`src/hdl/scfr_pkg.sv`:
```
// Package for the sync-byte framed receiver: widths, constants, codes, types.
// No dependencies.
`timescale 1ns / 1ps

package scfr_pkg;

  localparam int unsigned ByteW      = 8;
  localparam int unsigned NibbleW    = 4;
  localparam int unsigned FrameLen   = 4;
  localparam int unsigned IdxW       = $clog2(FrameLen);

  localparam logic [ByteW-1:0]   SYNC_RESET  = 8'h12;
  localparam logic [ByteW-1:0]   CRC_INIT    = 8'hFF;
  localparam logic [ByteW-1:0]   CRC_POLY    = 8'h31;
  localparam logic [NibbleW-1:0] NIBBLE_MASK = 4'hF;
  localparam logic [IdxW-1:0]    LAST_IDX    = IdxW'(FrameLen - 1);
  localparam logic [IdxW-1:0]    LAST_CRC_IDX = IdxW'(FrameLen - 2);

  localparam logic STATUS_GOOD = 1'b0;
  localparam logic STATUS_BAD  = 1'b1;

  typedef enum logic [3:0] {
    ST_IDLE  = 4'b0001,
    ST_CRC   = 4'b0010,
    ST_CHECK = 4'b0100,
    ST_SYNC  = 4'b1000
  } scfr_state_e;

  typedef struct packed {
    logic start;
    logic step;
  } scfr_crc_ctrl_t;

endpackage

```
`src/hdl/scfr_ifs.sv`:
```
// Valid/ready channel interfaces: received bytes in, frame results out.
// Depends on scfr_pkg.
`timescale 1ns / 1ps

interface scfr_byte_if
  import scfr_pkg::*;
();
  logic             valid;
  logic             ready;
  logic [ByteW-1:0] rx_byte;

  modport source (output valid, output rx_byte, input ready);
  modport sink   (input valid, input rx_byte, output ready);
endinterface

interface scfr_result_if
  import scfr_pkg::*;
();
  logic               valid;
  logic               ready;
  logic               status;
  logic [ByteW-1:0]   payload_first;
  logic [ByteW-1:0]   payload_second;
  logic [NibbleW-1:0] command_nibble;
  logic [ByteW-1:0]   received_check;

  modport source (output valid, output status, output payload_first, output payload_second,
                  output command_nibble, output received_check, input ready);
  modport sink   (input valid, input status, input payload_first, input payload_second,
                  input command_nibble, input received_check, output ready);
endinterface

```
`src/hdl/sync_crc8_frame_receiver.sv`:
```
// Top level of the sync-byte framed receiver with CRC-8 frame check.
// Depends on scfr_pkg, scfr_ifs and scfr_crc_unit.
//
// Usage:
//   rx_byte_if (sink) takes one received byte per transfer. result_if (source)
//   gives one result per completed 4-byte frame: status 0 for a good CRC with
//   the command nibble, status 1 for a mismatch with the nibble at 0.
//   cfg_we_i/cfg_wdata_i write the sync byte; write only while idle.
// Timing:
//   A byte that does not complete a frame is taken in idle; the next byte may
//   follow in the next cycle. A byte that completes a frame passes through
//   3 CRC byte steps on the shared CRC unit and then the check into the
//   result register, and after a mismatch through a resync search, one
//   stored byte compared per cycle. No new byte is taken until the
//   sequencer is back in idle.
// Reset:
//   Clears the fill count, the sequencer and the result valid; the sync
//   byte returns to 0x12.
// Stall:
//   A held result stays in the output register while new bytes are taken;
//   the next result waits in the check step until the register frees.
`timescale 1ns / 1ps

module sync_crc8_frame_receiver
  import scfr_pkg::*;
(
  input  logic              clk_i,
  input  logic              rst_ni,
  input  logic              cfg_we_i,
  input  logic [ByteW-1:0]  cfg_wdata_i,
  scfr_byte_if.sink         rx_byte_if,
  scfr_result_if.source     result_if
);

  scfr_state_e      state_q, state_d;
  logic [ByteW-1:0] sync_q;
  logic [ByteW-1:0] store_q [FrameLen];
  logic [IdxW-1:0]  fill_q, fill_d;
  logic [IdxW-1:0]  idx_q, idx_d;
  logic [IdxW-1:0]  rem_q, rem_d;
  logic             out_valid_q, out_valid_d;
  logic             out_status_q;
  logic [ByteW-1:0] out_first_q, out_second_q, out_check_q;
  logic [NibbleW-1:0] out_nibble_q;

  logic             rx_xfer, out_xfer, load_out, crc_good, is_sync_in, is_sync_next;
  logic [ByteW-1:0] crc;
  scfr_crc_ctrl_t   crc_ctrl;

  assign rx_byte_if.ready = (state_q == ST_IDLE);
  assign rx_xfer  = rx_byte_if.valid && rx_byte_if.ready;
  assign out_xfer = out_valid_q && result_if.ready;

  assign is_sync_in   = (rx_byte_if.rx_byte == sync_q);
  assign is_sync_next = (store_q[1] == sync_q);
  assign crc_good     = (crc == store_q[LAST_IDX]);
  assign load_out     = (state_q == ST_CHECK) && (!out_valid_q || result_if.ready);

  assign crc_ctrl.start = rx_xfer;
  assign crc_ctrl.step  = (state_q == ST_CRC);

  scfr_crc_unit u_crc (
    .clk_i  (clk_i),
    .ctrl_i (crc_ctrl),
    .data_i (store_q[idx_q]),
    .crc_o  (crc)
  );

  always_comb begin
    state_d     = state_q;
    fill_d      = fill_q;
    idx_d       = idx_q;
    rem_d       = rem_q;
    out_valid_d = out_valid_q;
    if (out_xfer) begin
      out_valid_d = 1'b0;
    end
    case (state_q)
      ST_IDLE: begin
        if (rx_xfer && (fill_q != '0 || is_sync_in)) begin
          if (fill_q == LAST_IDX) begin
            state_d = ST_CRC;
            idx_d   = '0;
          end else begin
            fill_d = fill_q + 1'b1;
          end
        end
      end
      ST_CRC: begin
        idx_d = idx_q + 1'b1;
        if (idx_q == LAST_CRC_IDX) begin
          state_d = ST_CHECK;
        end
      end
      ST_CHECK: begin
        if (load_out) begin
          out_valid_d = 1'b1;
          if (crc_good) begin
            fill_d  = '0;
            state_d = ST_IDLE;
          end else begin
            rem_d   = LAST_IDX;
            state_d = ST_SYNC;
          end
        end
      end
      ST_SYNC: begin
        if (rem_q == '0) begin
          fill_d  = '0;
          state_d = ST_IDLE;
        end else if (is_sync_next) begin
          fill_d  = rem_q;
          state_d = ST_IDLE;
        end else begin
          rem_d = rem_q - 1'b1;
        end
      end
      default: begin
        state_d = ST_IDLE;
      end
    endcase
  end

  always_ff @(posedge clk_i or negedge rst_ni) begin
    if (!rst_ni) begin
      state_q     <= ST_IDLE;
      fill_q      <= '0;
      idx_q       <= '0;
      rem_q       <= '0;
      out_valid_q <= 1'b0;
      sync_q      <= SYNC_RESET;
    end else begin
      state_q     <= state_d;
      fill_q      <= fill_d;
      idx_q       <= idx_d;
      rem_q       <= rem_d;
      out_valid_q <= out_valid_d;
      if (cfg_we_i) begin
        sync_q <= cfg_wdata_i;
      end
    end
  end

  // Frame store: write at the fill position, shift down during resync.
  always_ff @(posedge clk_i) begin
    if (rx_xfer) begin
      store_q[fill_q] <= rx_byte_if.rx_byte;
    end else if (state_q == ST_SYNC && rem_q != '0) begin
      for (int j = 0; j < FrameLen - 1; j++) begin
        store_q[j] <= store_q[j+1];
      end
    end
  end

  always_ff @(posedge clk_i) begin
    if (load_out) begin
      out_status_q <= crc_good ? STATUS_GOOD : STATUS_BAD;
      out_first_q  <= store_q[1];
      out_second_q <= store_q[2];
      out_nibble_q <= crc_good ? (store_q[2][NibbleW-1:0] & NIBBLE_MASK) : '0;
      out_check_q  <= store_q[LAST_IDX];
    end
  end

  assign result_if.valid          = out_valid_q;
  assign result_if.status         = out_status_q;
  assign result_if.payload_first  = out_first_q;
  assign result_if.payload_second = out_second_q;
  assign result_if.command_nibble = out_nibble_q;
  assign result_if.received_check = out_check_q;

endmodule

```
`src/hdl/scfr_crc_unit.sv`:
```
// CRC-8 accumulator (poly 0x31, init 0xFF, MSB first), one byte per step.
// Depends on scfr_pkg.
`timescale 1ns / 1ps

module scfr_crc_unit
  import scfr_pkg::*;
(
  input  logic             clk_i,
  input  scfr_crc_ctrl_t   ctrl_i,
  input  logic [ByteW-1:0] data_i,
  output logic [ByteW-1:0] crc_o
);

  logic [ByteW-1:0] crc_q, crc_d, step_crc;

  always_comb begin
    step_crc = crc_q ^ data_i;
    for (int b = 0; b < ByteW; b++) begin
      if (step_crc[ByteW-1]) begin
        step_crc = {step_crc[ByteW-2:0], 1'b0} ^ CRC_POLY;
      end else begin
        step_crc = {step_crc[ByteW-2:0], 1'b0};
      end
    end
  end

  always_comb begin
    crc_d = crc_q;
    if (ctrl_i.start) begin
      crc_d = CRC_INIT;
    end else if (ctrl_i.step) begin
      crc_d = step_crc;
    end
  end

  always_ff @(posedge clk_i) begin
    crc_q <= crc_d;
  end

  assign crc_o = crc_q;

endmodule

```
`src/flat_wrapper.sv`:
```
// flat-port wrapper written by rule: the top's interface ports become plain ports
module sync_crc8_frame_receiver_flat import scfr_pkg::*;
  (clk_i, rst_ni, cfg_we_i, cfg_wdata_i, rx_byte_if_valid, rx_byte_if_rx_byte, rx_byte_if_ready, result_if_valid, result_if_status, result_if_payload_first, result_if_payload_second, result_if_command_nibble, result_if_received_check, result_if_ready);
  scfr_byte_if rx_byte_if_i ();
  scfr_result_if result_if_i ();
  input  logic clk_i;
  input  logic rst_ni;
  input  logic cfg_we_i;
  input  logic [ByteW-1:0] cfg_wdata_i;
  input wire logic [$bits(rx_byte_if_i.valid)-1:0] rx_byte_if_valid;
  input wire logic [$bits(rx_byte_if_i.rx_byte)-1:0] rx_byte_if_rx_byte;
  output wire logic [$bits(rx_byte_if_i.ready)-1:0] rx_byte_if_ready;
  output wire logic [$bits(result_if_i.valid)-1:0] result_if_valid;
  output wire logic [$bits(result_if_i.status)-1:0] result_if_status;
  output wire logic [$bits(result_if_i.payload_first)-1:0] result_if_payload_first;
  output wire logic [$bits(result_if_i.payload_second)-1:0] result_if_payload_second;
  output wire logic [$bits(result_if_i.command_nibble)-1:0] result_if_command_nibble;
  output wire logic [$bits(result_if_i.received_check)-1:0] result_if_received_check;
  input wire logic [$bits(result_if_i.ready)-1:0] result_if_ready;
  assign rx_byte_if_i.valid = rx_byte_if_valid;
  assign rx_byte_if_i.rx_byte = rx_byte_if_rx_byte;
  assign rx_byte_if_ready = rx_byte_if_i.ready;
  assign result_if_valid = result_if_i.valid;
  assign result_if_status = result_if_i.status;
  assign result_if_payload_first = result_if_i.payload_first;
  assign result_if_payload_second = result_if_i.payload_second;
  assign result_if_command_nibble = result_if_i.command_nibble;
  assign result_if_received_check = result_if_i.received_check;
  assign result_if_i.ready = result_if_ready;
  sync_crc8_frame_receiver u_core (.clk_i(clk_i), .rst_ni(rst_ni), .cfg_we_i(cfg_we_i), .cfg_wdata_i(cfg_wdata_i), .rx_byte_if(rx_byte_if_i), .result_if(result_if_i));
endmodule
```
`config.mk`:
```
export PLATFORM = sky130hd
export DESIGN_NAME = sync_crc8_frame_receiver_flat
export DESIGN_NICKNAME = d
export VERILOG_FILES = /design/src/hdl/scfr_pkg.sv /design/src/hdl/scfr_ifs.sv /design/src/hdl/sync_crc8_frame_receiver.sv /design/src/hdl/scfr_crc_unit.sv /design/src/flat_wrapper.sv
export SDC_FILE = /design/constraint.sdc
export NUM_CORES = 1
export LEC_CHECK = 0
export BUFFER_PORTS_ARGS = -buffer_cell sky130_fd_sc_hd__buf_2
export CELL_PAD_IN_SITES_DETAIL_PLACEMENT = 0
export CELL_PAD_IN_SITES_GLOBAL_PLACEMENT = 1
export CORE_MARGIN = 8
export CORE_UTILIZATION = 42
export DETAILED_ROUTE_END_ITERATION = 10
export HOLD_SLACK_MARGIN = 0.02
export PLACE_DENSITY_LB_ADDON = 0.1
export REMOVE_ABC_BUFFERS = 1
export SYNTH_ARGS = -nofsm -noshare
export SYNTH_HDL_FRONTEND = slang
export SYNTH_SLANG_ARGS = --single-unit
```
`constraint.sdc`:
```
create_clock -name clk_i -period 2.3 [get_ports clk_i]
set_clock_uncertainty 0.2 [all_clocks]
set_input_delay 0.345 -clock clk_i [delete_from_list [all_inputs] [get_ports clk_i]]
set_output_delay 0.345 -clock clk_i [all_outputs]
set_load 0.02 [all_outputs]
```
==> summary.txt <==
Global routing
  – Vias in the first global route: 2,913
  – Largest net degree at the start of global routing: 25
  – Initial antenna violation count: 0
  – First-pass GRT wire length: 16,000 um
  – Grt total ovfl: 0
  – GRT Total Usage: 16.1%

STA
  – Slew headroom: 60.3%
  – Worst slew pin tran: 0.596 ns
  – RSZ-0062 raised after global routing: yes
  – Setup slack after layout: 0.0425 ns
  – Final period util: 98.2%
  – Endpoints failing hold: 0
  – Final slew viol count: 0
  – Fmax: 0.443 GHz
  – Finish-stage setup viols: 0
  – Minimum clock period: 2.26 ns

Place
  – RePlAce Congestion: 0.831
  – Dpl ws: -0.196 ns
  – Area after DPL: 0.00491 mm2
  – Count of buffers from port buffering: 51
  – Detailed placement HPWL: 7580 um

Clock network
  – Clock Latency Late Sink: 0.36 ns
  – CTS tree: built
  – Worst-path clk slew: 0.09 ns
  – Clk root buf: clkbuf_8
  – Inserted Clock Buffers: 9
  – Max clock buf depth: 2
  – Clock Sinks: 88
  – Htree depth: 3

Worst setup path
  – WP data arrival: 2.31 ns
  – Crit Path Class: flop to flop
  – Worst EP required: 2.35 ns
  – Worst setup startpoint: u_core.idx_q[0]$_DFFE_PN0P_
  – CP endpoint kind: flop
  – CP endpoint: u_core.u_crc.crc_o[3]$_SDFFE_PP1P_
  – R2R Path End: u_core.u_crc.crc_o[3]$_SDFFE_PP1P_
  – Critical R2R Launch: u_core.idx_q[0]$_DFFE_PN0P_
  – Startpoint types: flop
  – Reg2reg path depth: 7
  – R2R Setup Slk: 0.04 ns
  – Crit-path max FO: 11

Drt
  – Post-DR vias/cell: 4.91
  – Routed wire length: 10,100 um
  – Antenna viol nets, final: 0
  – DRC: 0
  – Drt pass-1 iters: 4
  – Wirelength per Cell: 17.3 um
  – Violation count after the first detailed-route iteration: 188
  – Vias post-DR: 2,850

Final layout
  – Fill cell count: 863
  – Antenna diodes: 0
  – Layout cells sized above 1: 32.1%
  – Area growth syn-to-layout: 27.8%
  – Fin util: 54.9%
  – Layout Nets: 470
  – Cell area after layout: 0.00534 mm2

Power and ir drop
  – Total Power: 6.33 mW
  – Lkg Pwr: 2.16 nW
  – Pwr dens: 1190 mW/mm2
  – IR drop worst, VDD: 0.602 mV

Synthesis
  – Synth area leader: edfxtp_1
  – Synth Flop Type: edfxtp_1
  – Sequential share of the synthesized area: 59.1%
  – Commonest cells in the synthesized netlist: nand2_1 (67), edfxtp_1 (61), xnor2_1 (22)
  – Top post-synthesis cells by area: edfxtp_1 (44%), dfrtp_1 (9.6%), nand2_1 (6.0%)
  – Post-synth EDFFs: 61
  – Synth Register Bits: 88
  – Synth top area share: 43.8%
  – Top-count cell post-synth: nand2_1
  – Synth warn: 0
  – Synthesized area: 0.00418 mm2
  – Syn_area_per_cell: 12.6 um2
  – Mapped Cells: 331
  – Unique masters post-synth: 47
  – Fraction of registers with async set or reset after synthesis: 21.6%

Die
  – Starting Density: 42.9%
  – Die W: 116 um
  – FP Rows: 36
  – Die area: 0.0134 mm2
  – Core footprint: 0.00973 mm2
  – Die Span Y: 116 um
  – I/O Pins: 52

Run status
  – Status: finished, final reports clean

Hold path
  – Worst Hold Class: primary input to flop

Job
  – Max_cap viols: 0
==> worst max-delay path: stages (launching register included) <==
cell and delay (ns):
dfrtp_1 0.38, buf_12 0.14, mux4_2 0.52, xnor2_2 0.17, xnor2_2 0.25, xnor2_1 0.15
nor2_1 0.06, a211o_1 0.28
==> registers in the layout, indices dropped and copies added, names as in the netlist <==
name                             count
u_core.rem_q                         2
u_core.result_if.command_nibble      4
u_core.idx_q                         2
u_core.result_if.status              1
u_core.store_q                      32
u_core.state_q                       4
u_core.result_if.payload_second      8
u_core.result_if.valid               1
u_core.result_if.received_check      8
u_core.fill_q                        2
u_core.result_if.payload_first       8
u_core.sync_q                        8
u_core.u_crc.crc_o                   8
==> final cells by class <==
type                    instances  area [um2]  area share [%]
inverters                       9        33.8           0.633
well taps                     133         166            3.12
flip-flops and latches         88        2470            46.3
clock inverters                 6        67.6            1.27
multi-input cells             223        1650            31.0
repair buffers                112         818            15.3
clock buffers                  10         128            2.39
==> repair_timing <==
item | in CTS | in global routing
endpoints found under the setup margin | 4 | 11
hold buffers | 17 | 0
endpoints found under the hold margin | 32 | 0
pin swaps | 3 | 5
buffers inserted | 0 | 4
gates resized for setup | 3 | 3
==> metal layers <==
layer,vias to the layer above,GRT usage (%),wire [um]
met3,12,3.60,567
met4,0,5.70,155
met1,1364,22.4,4890
met2,80,24.1,4460
met5,-,0,0
li1,1394,-,-
==> stage by stage <==
stage	instances	hold slack, ns	setup TNS, ns
global route	581	0.157	-0.307
detailed placement	544	0.137	-0.402
floorplan	320	-0.151	-11.07
finish	581	0.143	0
global placement	544	0.133	-0.519
CTS	577	0.129	-0.000805
==> worst min path at each step <==
stage	startpoint	to	slack, ns	cells past startpoint
after floorplan	rst_ni	u_core.fill_q[0]$_DFFE_PN0P_	-0.15	0
after global placement	rst_ni	u_core.fill_q[1]$_DFFE_PN0P_	0.13	1
after detailed placement	rst_ni	u_core.fill_q[1]$_DFFE_PN0P_	0.14	1
after CTS	result_if_ready	u_core.result_if.valid$_DFF_PN0_	0.13	3
after global routing	result_if_ready	u_core.result_if.valid$_DFF_PN0_	0.16	3
final	result_if_ready	u_core.result_if.valid$_DFF_PN0_	0.14	3
==> where the power goes <==
| group | switching, mW | total [mW] | internal [mW] |
|---|---|---|---|
| combinational | 1.40 | 2.96 | 1.57 |
| sequential | 0.280 | 2.29 | 2.01 |
| clock | 0.572 | 1.08 | 0.507 |
| total | 2.25 | 6.33 | 4.09 |
==> cells by family (layout without fill, tap and decap cells) <==
| logic type | after synthesis | count (layout) | share of synthesized area (%) |
|---|---|---|---|
| mux | 18 | 18 | 7.16 |
| flops | 88 | 88 | 59.1 |
| compound gates | 35 | 35 | 5.39 |
| xor+xnor | 47 | 47 | 12.1 |
| simple gates | 117 | 117 | 12.3 |
| buf+inv | 20 | 137 | 2.07 |
| fa+ha+maj | 6 | 6 | 1.80 |
==> layout by cell type, fill, tap and decap left out, types with 2 or more instances in the layout <==
cell           count
nand3b_1           2
nor4_2             2
nand2_1           66
buf_4             39
mux2_2             8
xnor2_2           10
edfxtp_1          61
a21oi_1           13
xor2_1            13
dfrtp_1           16
and2_1             6
nand2b_1           3
buf_2             51
ha_1               6
nor2_1            17
clkbuf_8           9
nor2b_1            2
nand4_1            4
mux4_2             6
o22ai_1            6
dfxtp_1            8
nand3_1            2
clkinv_4           2
dfstp_2            3
buf_12             5
o21ai_0            2
nor3_1             5
inv_1              9
dlygate4sd3_1     17
xnor2_1           22
mux4_1             2
o221ai_1           2
or2_1              2
No activity file was read; power rests on OpenSTA's default activity.
